`config.mk`:
```
export PLATFORM = sky130hd
export DESIGN_NAME = key_matrix_debounce_scanner
export DESIGN_NICKNAME = d
export VERILOG_FILES = /design/src/rtl/core/kmds_pkg.sv /design/src/rtl/core/kmds_lane.sv /design/src/rtl/core/kmds_merge.sv /design/src/rtl/core/key_matrix_debounce_scanner.sv
export SDC_FILE = /design/constraint.sdc
export NUM_CORES = 2
export LEC_CHECK = 0
export BUFFER_PORTS_ARGS = -buffer_cell sky130_fd_sc_hd__buf_2
export CAP_MARGIN = 20
export CORE_UTILIZATION = 40
export CTS_BUF_LIST = sky130_fd_sc_hd__clkbuf_8
export CTS_CLUSTER_DIAMETER = 120
export CTS_CLUSTER_SIZE = 20
export DETAILED_ROUTE_END_ITERATION = 8
export GPL_TIMING_DRIVEN = 0
export PLACE_DENSITY = 0.55
export SETUP_SLACK_MARGIN = 0.5
export SKIP_CTS_REPAIR_TIMING = 1
export SYNTH_ARGS = -nofsm -noshare
export SYNTH_HDL_FRONTEND = slang
export SYNTH_HIERARCHICAL = 1
export SYNTH_SLANG_ARGS = --single-unit
export TNS_END_PERCENT = 20
```
`constraint.sdc`:
```
create_clock -name clk -period 9.83 [get_ports clk]
set_input_delay 0.983 -clock clk [delete_from_list [all_inputs] [get_ports clk]]
set_output_delay 0.983 -clock clk [all_outputs]
set_load 0.01 [all_outputs]
```
`src/rtl/core/kmds_pkg.sv`:
```
// ----------------------------------------------------------------------------
// kmds_pkg
// Shared widths and constants for the key matrix debounce scanner.
// ----------------------------------------------------------------------------
package kmds_pkg;

	// row sample fields
	localparam int ROW_IN_W      = 3;
	localparam int INPUT_COLUMNS = 8;
	localparam int S_DATA_W      = 16;

	// key event fields
	localparam int KEY_W    = 6;
	localparam int M_DATA_W = 8;

	// debounce threshold register
	localparam int              TICKS_W     = 7;
	localparam logic [TICKS_W-1:0] TICKS_RESET = 7'd5;

endpackage

```
`src/rtl/core/kmds_lane.sv`:
```
// ----------------------------------------------------------------------------
// kmds_lane
// Debounce core for one matrix column: level and mismatch count per row.
// ----------------------------------------------------------------------------
module kmds_lane import kmds_pkg::*; #(
	parameter int ROW_COUNT    = 8,
	parameter int COLUMN_COUNT = 8,
	parameter int KEY_COUNT    = 64,
	parameter int COL          = 0
) (
	input  logic                clk,
	input  logic                arst_n,
	input  logic                en,
	input  logic [ROW_IN_W-1:0] row,
	input  logic                sample,
	input  logic [TICKS_W-1:0]  ticks,
	output logic                hit,
	output logic                pressed
);

	localparam int ROW_W = (ROW_COUNT > 1) ? $clog2(ROW_COUNT) : 1;

	logic                level_q [ROW_COUNT];
	logic [TICKS_W-1:0]  count_q [ROW_COUNT];
	logic [ROW_W-1:0]    row_sel;
	logic                key_ok;
	logic                upd;
	logic                lvl;
	logic [TICKS_W-1:0]  cnt;
	logic [TICKS_W-1:0]  cnt_inc;
	logic                differ;
	logic                flip;

	// read the state of the addressed key
	always_comb begin
		row_sel = ROW_W'(row);
		key_ok  = (int'(row) * COLUMN_COUNT + COL) < KEY_COUNT;
		upd     = en && key_ok;
		lvl     = level_q[row_sel];
		cnt     = count_q[row_sel];
		cnt_inc = cnt + 1'b1;
		differ  = sample != lvl;
		flip    = differ && (cnt_inc >= ticks);
		hit     = upd && flip;
		pressed = sample;
	end

	// state update, cleared at reset
	always_ff @(posedge clk or negedge arst_n) begin
		if (!arst_n) begin
			for (int r = 0; r < ROW_COUNT; r++) begin
				level_q[r] <= 1'b0;
				count_q[r] <= '0;
			end
		end else if (upd) begin
			if (flip) begin
				level_q[row_sel] <= sample;
				count_q[row_sel] <= '0;
			end else if (differ) begin
				count_q[row_sel] <= cnt_inc;
			end else begin
				count_q[row_sel] <= '0;
			end
		end
	end

endmodule

```
`src/rtl/core/kmds_merge.sv`:
```
// ----------------------------------------------------------------------------
// kmds_merge
// Collects lane events of one row and sends one item per cycle if not stalled.
// ----------------------------------------------------------------------------
module kmds_merge import kmds_pkg::*; #(
	parameter int COLUMN_COUNT = 8,
	parameter int LANES        = 8
) (
	input  logic                clk,
	input  logic                arst_n,
	input  logic                load,
	input  logic [ROW_IN_W-1:0] load_row,
	input  logic [LANES-1:0]    load_mask,
	input  logic [LANES-1:0]    load_lvl,
	output logic                load_ready,
	output logic                m_valid,
	input  logic                m_ready,
	output logic [KEY_W-1:0]    m_key,
	output logic                m_pressed,
	output logic                m_last
);

	localparam int IDX_W = (LANES > 1) ? $clog2(LANES) : 1;

	logic                s1_valid_q;
	logic [ROW_IN_W-1:0] row_s1;
	logic [LANES-1:0]    mask_s1;
	logic [LANES-1:0]    lvl_s1;
	logic [LANES-1:0]    pend_q;
	logic [ROW_IN_W-1:0] row_q;
	logic [LANES-1:0]    lvl_q;
	logic [LANES-1:0]    rest;
	logic [IDX_W-1:0]    idx;
	logic                pop;
	logic                pend_free;
	logic                move;

	// lowest pending column goes out first
	always_comb begin
		idx = '0;
		for (int c = LANES - 1; c >= 0; c--) begin
			if (pend_q[c]) begin
				idx = IDX_W'(c);
			end
		end
		rest       = pend_q & (pend_q - 1'b1);
		m_valid    = pend_q != '0;
		m_last     = rest == '0;
		m_pressed  = lvl_q[idx];
		m_key      = KEY_W'(int'(row_q) * COLUMN_COUNT + int'(idx));
		pop        = m_valid && m_ready;
		pend_free  = !m_valid || (pop && m_last);
		move       = s1_valid_q && pend_free;
		load_ready = !s1_valid_q || pend_free;
	end

	// skid stage between lanes and the output
	always_ff @(posedge clk or negedge arst_n) begin
		if (!arst_n) begin
			s1_valid_q <= 1'b0;
		end else if (load && load_ready && (load_mask != '0)) begin
			s1_valid_q <= 1'b1;
		end else if (move) begin
			s1_valid_q <= 1'b0;
		end
	end

	always_ff @(posedge clk) begin
		if (load && load_ready) begin
			row_s1  <= load_row;
			mask_s1 <= load_mask;
			lvl_s1  <= load_lvl;
		end
	end

	// pending event mask of the row being sent
	always_ff @(posedge clk or negedge arst_n) begin
		if (!arst_n) begin
			pend_q <= '0;
		end else if (move) begin
			pend_q <= mask_s1;
		end else if (pop) begin
			pend_q <= rest;
		end
	end

	always_ff @(posedge clk) begin
		if (move) begin
			row_q <= row_s1;
			lvl_q <= lvl_s1;
		end
	end

endmodule

```
`src/rtl/core/key_matrix_debounce_scanner.sv`:
```
// ----------------------------------------------------------------------------
// key_matrix_debounce_scanner
// Key matrix scanner with per-key counter debounce and serial key events.
// ----------------------------------------------------------------------------
// Each input item is one sampled matrix row. All columns of the row are
// debounced in parallel lanes in the cycle the item is accepted, so the key
// state is updated at once and a row item can be taken every cycle unless
// events are waiting. The key events of a row (at most one per column, up to
// eight) leave through a skid stage and an output register one item per clock
// when not stalled, lowest column first, with tlast on the final one; a row
// with none produces nothing. Sustained rate is therefore set by the event
// serializer. The key state lives in flip-flops and is cleared by reset
// directly, with no clearing pass. The debounce threshold resets to 5 and may
// only be written while the block is idle.
// ----------------------------------------------------------------------------
module key_matrix_debounce_scanner import kmds_pkg::*; #(
	parameter int ROW_COUNT    = 8,
	parameter int COLUMN_COUNT = 8,
	parameter int KEY_COUNT    = 64
) (
	input  logic                clk,
	input  logic                arst_n,
	// row sample items
	input  logic                s_axis_tvalid,
	output logic                s_axis_tready,
	input  logic [S_DATA_W-1:0] s_axis_tdata,  // row_index[2:0], column_levels[10:3]
	// key event items
	output logic                m_axis_tvalid,
	input  logic                m_axis_tready,
	output logic [M_DATA_W-1:0] m_axis_tdata,  // key_code[5:0], pressed[6]
	output logic                m_axis_tlast,  // last_event
	// debounce threshold
	input  logic                cfg_valid,
	output logic                cfg_ready,
	input  logic [TICKS_W-1:0]  cfg_data       // debounce_ticks
);

	localparam int LANES = (COLUMN_COUNT < INPUT_COLUMNS) ? COLUMN_COUNT : INPUT_COLUMNS;

	logic [TICKS_W-1:0]       ticks_q;
	logic [ROW_IN_W-1:0]      row_index;
	logic [INPUT_COLUMNS-1:0] column_levels;
	logic                     accept;
	logic                     row_ok;
	logic [LANES-1:0]         hit;
	logic [LANES-1:0]         lvl;
	logic [KEY_W-1:0]         key_code;
	logic                     pressed;

	// threshold register
	assign cfg_ready = 1'b1;

	always_ff @(posedge clk or negedge arst_n) begin
		if (!arst_n) begin
			ticks_q <= TICKS_RESET;
		end else if (cfg_valid && cfg_ready) begin
			ticks_q <= cfg_data;
		end
	end

	// unpack the row item
	always_comb begin
		row_index     = s_axis_tdata[ROW_IN_W-1:0];
		column_levels = s_axis_tdata[ROW_IN_W +: INPUT_COLUMNS];
		accept        = s_axis_tvalid && s_axis_tready;
		row_ok        = int'(row_index) < ROW_COUNT;
	end

	// one debounce lane per sampled column
	for (genvar c = 0; c < LANES; c++) begin : g_lane
		kmds_lane #(
			.ROW_COUNT    (ROW_COUNT),
			.COLUMN_COUNT (COLUMN_COUNT),
			.KEY_COUNT    (KEY_COUNT),
			.COL          (c)
		) u_lane (
			.clk     (clk),
			.arst_n  (arst_n),
			.en      (accept && row_ok),
			.row     (row_index),
			.sample  (!column_levels[c]),
			.ticks   (ticks_q),
			.hit     (hit[c]),
			.pressed (lvl[c])
		);
	end

	// serialize the events of each row
	kmds_merge #(
		.COLUMN_COUNT (COLUMN_COUNT),
		.LANES        (LANES)
	) u_merge (
		.clk        (clk),
		.arst_n     (arst_n),
		.load       (s_axis_tvalid),
		.load_row   (row_index),
		.load_mask  (hit),
		.load_lvl   (lvl),
		.load_ready (s_axis_tready),
		.m_valid    (m_axis_tvalid),
		.m_ready    (m_axis_tready),
		.m_key      (key_code),
		.m_pressed  (pressed),
		.m_last     (m_axis_tlast)
	);

	assign m_axis_tdata = {1'b0, pressed, key_code};

endmodule

```
==> summary.md <==
| Metric | Value |
|---|---|
| Clock skew | 0.0533 ns |
| Critical Path Most Common Cell | and3_1 |
| H-tree Lvls | 1 |
| Comb pwr share | 0.319 |
| Fmax | between 150 and 200 MHz |
| First-pass GRT wire length | 121,000 µm |
| R2R setup slack | slightly above 5 ns |
| DR WL/cell | around 20 µm |
| Max VDD drop | approximately 0.11 mV |
| Setup ws final | a little under 4 ns |
| Slowest library cell on the worst path | buf_2 |
| Area grow syn2layout | 7.10% |
| Clock slew seen by the registers of the worst setup and hold paths | approximately 0.14 ns |
| Setup CP Type | input pin to flop |
| Primary FF master, synth | dfrtp_1 |
| Fin. Hold Viols | 0 |
| Net Sw Frac | 0.358 |
| Synth Area in Compound Gates | 0.139 |
| Vias per cell | 5.44 |
| Met3 usage | 0.0204 |
| Die Footprint | 73,500 µm² |
| Most common cell after layout, fill and taps aside | nand2_1 |
| Crit path cell chain | buf_2 -> buf_4 -> buf_4 -> mux4_2 -> mux2i_1 -> inv_1 -> ha_1 -> nor2b_1 -> and3_1 -> or2_2 -> ha_1 -> and3_1 -> a221oi_1 -> o21ai_0 -> clkbuf_1 -> and3_1 -> nor4_1 -> nand2_1 -> a21o_1 |
| Worst-Margin Slew | roughly 1.1 ns |
| Tot GR Track Use | 0.206 |
| CP Launch Type | input pin |
| Ys async rst share | 0.946 |
| Initial core utilization | 0.404 |
| CTS tree | yes |
| Worst path bufs/invs | 5 |
| Power density cells | roughly 200 nW/µm² |
| Syn Inst Count | roughly 2,800 |
| Largest delay share family, worst path | buffers and inverters |
| Simple-Gate Fraction of Synth Area | 0.152 |
| Final setup TNS | 0 ns |
| Required time of the worst setup path | about 10 ns |
| Port Buffer Count | 31 |
| CTS Buffer Depth | 3 |
| Clk_lat worst skew | between 0.7 and 0.8 ns |
| Seq/Total Area, Yosys | 0.487 |
| Minimum clock period | approximately 6 ns |
| Reg2Reg Depth | 16 |
| Clock power share | 0.167 |
| Placer Congestion | between 0.8 and 0.9 |
| Placement Rows | 98 |
| Post-DP HPWL | around 53,000 µm |
| Grt met2 use | 0.327 |
| Most frequent cells in the layout | 551 x nand2_1, 526 x dfrtp_1, 256 x o21ai_0, 174 x o21ai_1, 130 x inv_1 |
| Status | finished, final reports clean |
| Share of cells above drive strength 1 | 0.147 |
| Vias in the first global route | approximately 21,000 |
| M1 GR Usage | 0.302 |
| RSZ-0062 raised after global routing | no |
| Vias after detailed routing | approximately 21,000 |
| Reg-to-Reg End | u_merge/s1_valid_q |
| Dpl ws | roughly 3.2 ns |
| Max-Cap Viols | 0 |
| Final wirelength | approximately 75,000 µm |
| Largest net degree at the start of global routing | around 110 |
| Die X | between 200 and 300 µm |
| RR Startpoint | g_lane[0].u_lane/count_q[21] |
| Global routing's busiest layer | met2 |
| # setup viols final | 0 |
| Synth Warn # | 6 |
| Mapped cell area | 29,000 µm² |
| ANT nets after route | 0 |
| Largest family of logic cells by synthesized area | simple AND/OR/NAND/NOR gates |
| Reg power frac | 0.513 |
| Cell internal pwr | roughly 4 mW |
| DRC viols | 0 |
| Adder and majority gate portion of the synthesized area | 0.0283 |
| Mean Syn Cell Area | 10.3 µm² |
| Die height | 271 µm |
| Number of synthesized flops with an enable pin | 30 |
| Final max-slew violation count | 0 |
| Core area | slightly above 70,000 µm² |
| Crit path max fanout | 27 |
| Hold Path Class | input pin to asynchronous set/reset pin |
| CTS buffer count | 31 |
| Total congestion overflow | 0 |
| Post-Synth XOR/XNOR Area | 0.0159 |
| Nets | about 3,000 |
| First-pass DRT Iterations | 5 |
| #FFs+latches synth | 558 |
| Cell variety after synth | 86 |
| Initial antenna violation count | 1 |
| Leak | 13.8 nW |
| Util after Layout | 0.433 |
| # IOs | 40 |
| CP endpoint kind | flop |
| Worst slew margin | 0.259 |
| Critical Path AT | 6.48 ns |
| Syn Nets | about 3,000 |
| DRT iter0 DRCs | between 1,500 and 2,000 |
| Switching pwr | between 2 and 2.5 mW |
| Max stage delay on crit path | just over 0.8 ns |
| Total clock sinks | 558 |
| CTS root buf | clkbuf_8 |
| Crit share post-route | 0.600 |
| Mux cell area share after synthesis | 0.128 |
==> metal layers <==
layer | vias to the layer above | share of wire
met5 | - | 0
met4 | 0 | 0.018
met3 | 77 | 0.043
met2 | 455 | 0.46
met1 | 10500 | 0.48
li1 | 10000 | -
==> how the worst max path moves through the flow <==
stage	startpoint	end	slack [ns]	depth (start not counted)
after floorplan	s_axis_tdata[2]	u_merge/s1_valid_q	5.19	18
after global placement	arst_n	g_lane[0].u_lane/count_q[53]	-3.05	1
after detailed placement	s_axis_tdata[2]	u_merge/s1_valid_q	3.20	19
after CTS	s_axis_tdata[2]	u_merge/s1_valid_q	3.97	19
after global routing	s_axis_tdata[2]	u_merge/s1_valid_q	3.70	20
final	s_axis_tdata[2]	u_merge/s1_valid_q	3.93	19
==> per-stage QoR <==
| step | instance area, µm² | total power, mW | instances | hold slack (ns) |
|---|---|---|---|---|
| 2_1_floorplan | 29000 | 4.54 | 2822 | 0.400 |
| 3_3_place_gp | 30300 | 5.10 | 3803 | 0.402 |
| 3_5_place_dp | 30500 | 5.19 | 3810 | 0.405 |
| 4_1_cts | 31000 | 6.25 | 3861 | 0.0965 |
| 5_1_grt | 31000 | 6.61 | 3863 | 0.119 |
| 6_report | 31000 | 6.18 | 3864 | 0.148 |
==> cells in the mapped netlist, types with 7 or more instances <==
| master | count | area share |
|---|---|---|
| nand2_1 | 551 | 0.071 |
| dfrtp_1 | 526 | 0.45 |
| o21ai_0 | 256 | 0.044 |
| o21ai_1 | 174 | 0.030 |
| inv_1 | 112 | 0.015 |
| nor2_1 | 101 | 0.013 |
| mux2_2 | 87 | 0.034 |
| clkbuf_1 | 82 | 0.011 |
| mux2i_1 | 82 | 0.028 |
| ha_1 | 64 | 0.028 |
| mux4_2 | 60 | 0.047 |
| nand3_1 | 60 | 0.010 |
| buf_2 | 40 | 0.0069 |
| nor2b_1 | 35 | 0.0076 |
| nand4_1 | 31 | 0.0067 |
| edfxtp_1 | 30 | 0.031 |
| nand3b_1 | 28 | 0.0073 |
| buf_4 | 25 | 0.0065 |
| buf_6 | 25 | 0.0097 |
| o31ai_1 | 25 | 0.0065 |
| a21oi_1 | 23 | 0.0040 |
| nand2b_1 | 23 | 0.0050 |
| o21ai_2 | 23 | 0.0070 |
| nor3b_1 | 21 | 0.0054 |
| xnor2_1 | 21 | 0.0064 |
| a22o_1 | 20 | 0.0060 |
| a211oi_1 | 18 | 0.0047 |
| nor3_1 | 16 | 0.0028 |
| mux2_1 | 15 | 0.0058 |
| and2_1 | 12 | 0.0026 |
| mux2_4 | 12 | 0.0062 |
| o211ai_1 | 12 | 0.0031 |
| xnor2_2 | 11 | 0.0062 |
| xor2_1 | 11 | 0.0033 |
| o21a_1 | 10 | 0.0026 |
| and3b_1 | 9 | 0.0027 |
| a211o_1 | 8 | 0.0024 |
| a21o_1 | 7 | 0.0018 |
| a21oi_2 | 7 | 0.0021 |
| a22oi_1 | 7 | 0.0018 |
| and3_1 | 7 | 0.0015 |
==> power groups by stage <==
stage	Sequential (mW)	Combinational [mW]	Clock, mW
after floorplan	3.11	1.43	0
after global placement	3.19	1.91	0
after detailed placement	3.22	1.98	0
after CTS	3.17	1.98	1.09
after global routing	3.24	2.20	1.17
final	3.17	1.97	1.03
==> cells by family after synthesis <==
group / Yosys count
xor gates and xnor gates: 43
other: 2
DFF: 558
muxes: 265
and+or+nand+nor: 947
AOI/OAI and AO/OA: 652
buffers and inverters: 289
adders and majority gates: 66
==> area by class of cell <==
cell class | count | area [µm²]
diodes | 2 | 5.00
plain buffers | 177 | 1000
clock buffers | 32 | 440
clock inverters | 19 | 75.1
fillers | 6981 | 40600
inverters | 112 | 420
multi-input cells | 1975 | 13400
flip-flops and latches | 558 | 14100
well taps | 950 | 1190
repair buffers | 39 | 343
==> sequential cells by signal (all words and copies together) (netlist names) <==
name,count
g_lane.u_lane/count_q,448
g_lane.u_lane/level_q,64
u_merge/lvl_q,8
u_merge/lvl_s1,8
u_merge/mask_s1,8
u_merge/pend_q,8
ticks_q,7
u_merge/row_q,3
u_merge/row_s1,3
u_merge/s1_valid_q,1
No activity file was read; power rests on OpenSTA's default activity.
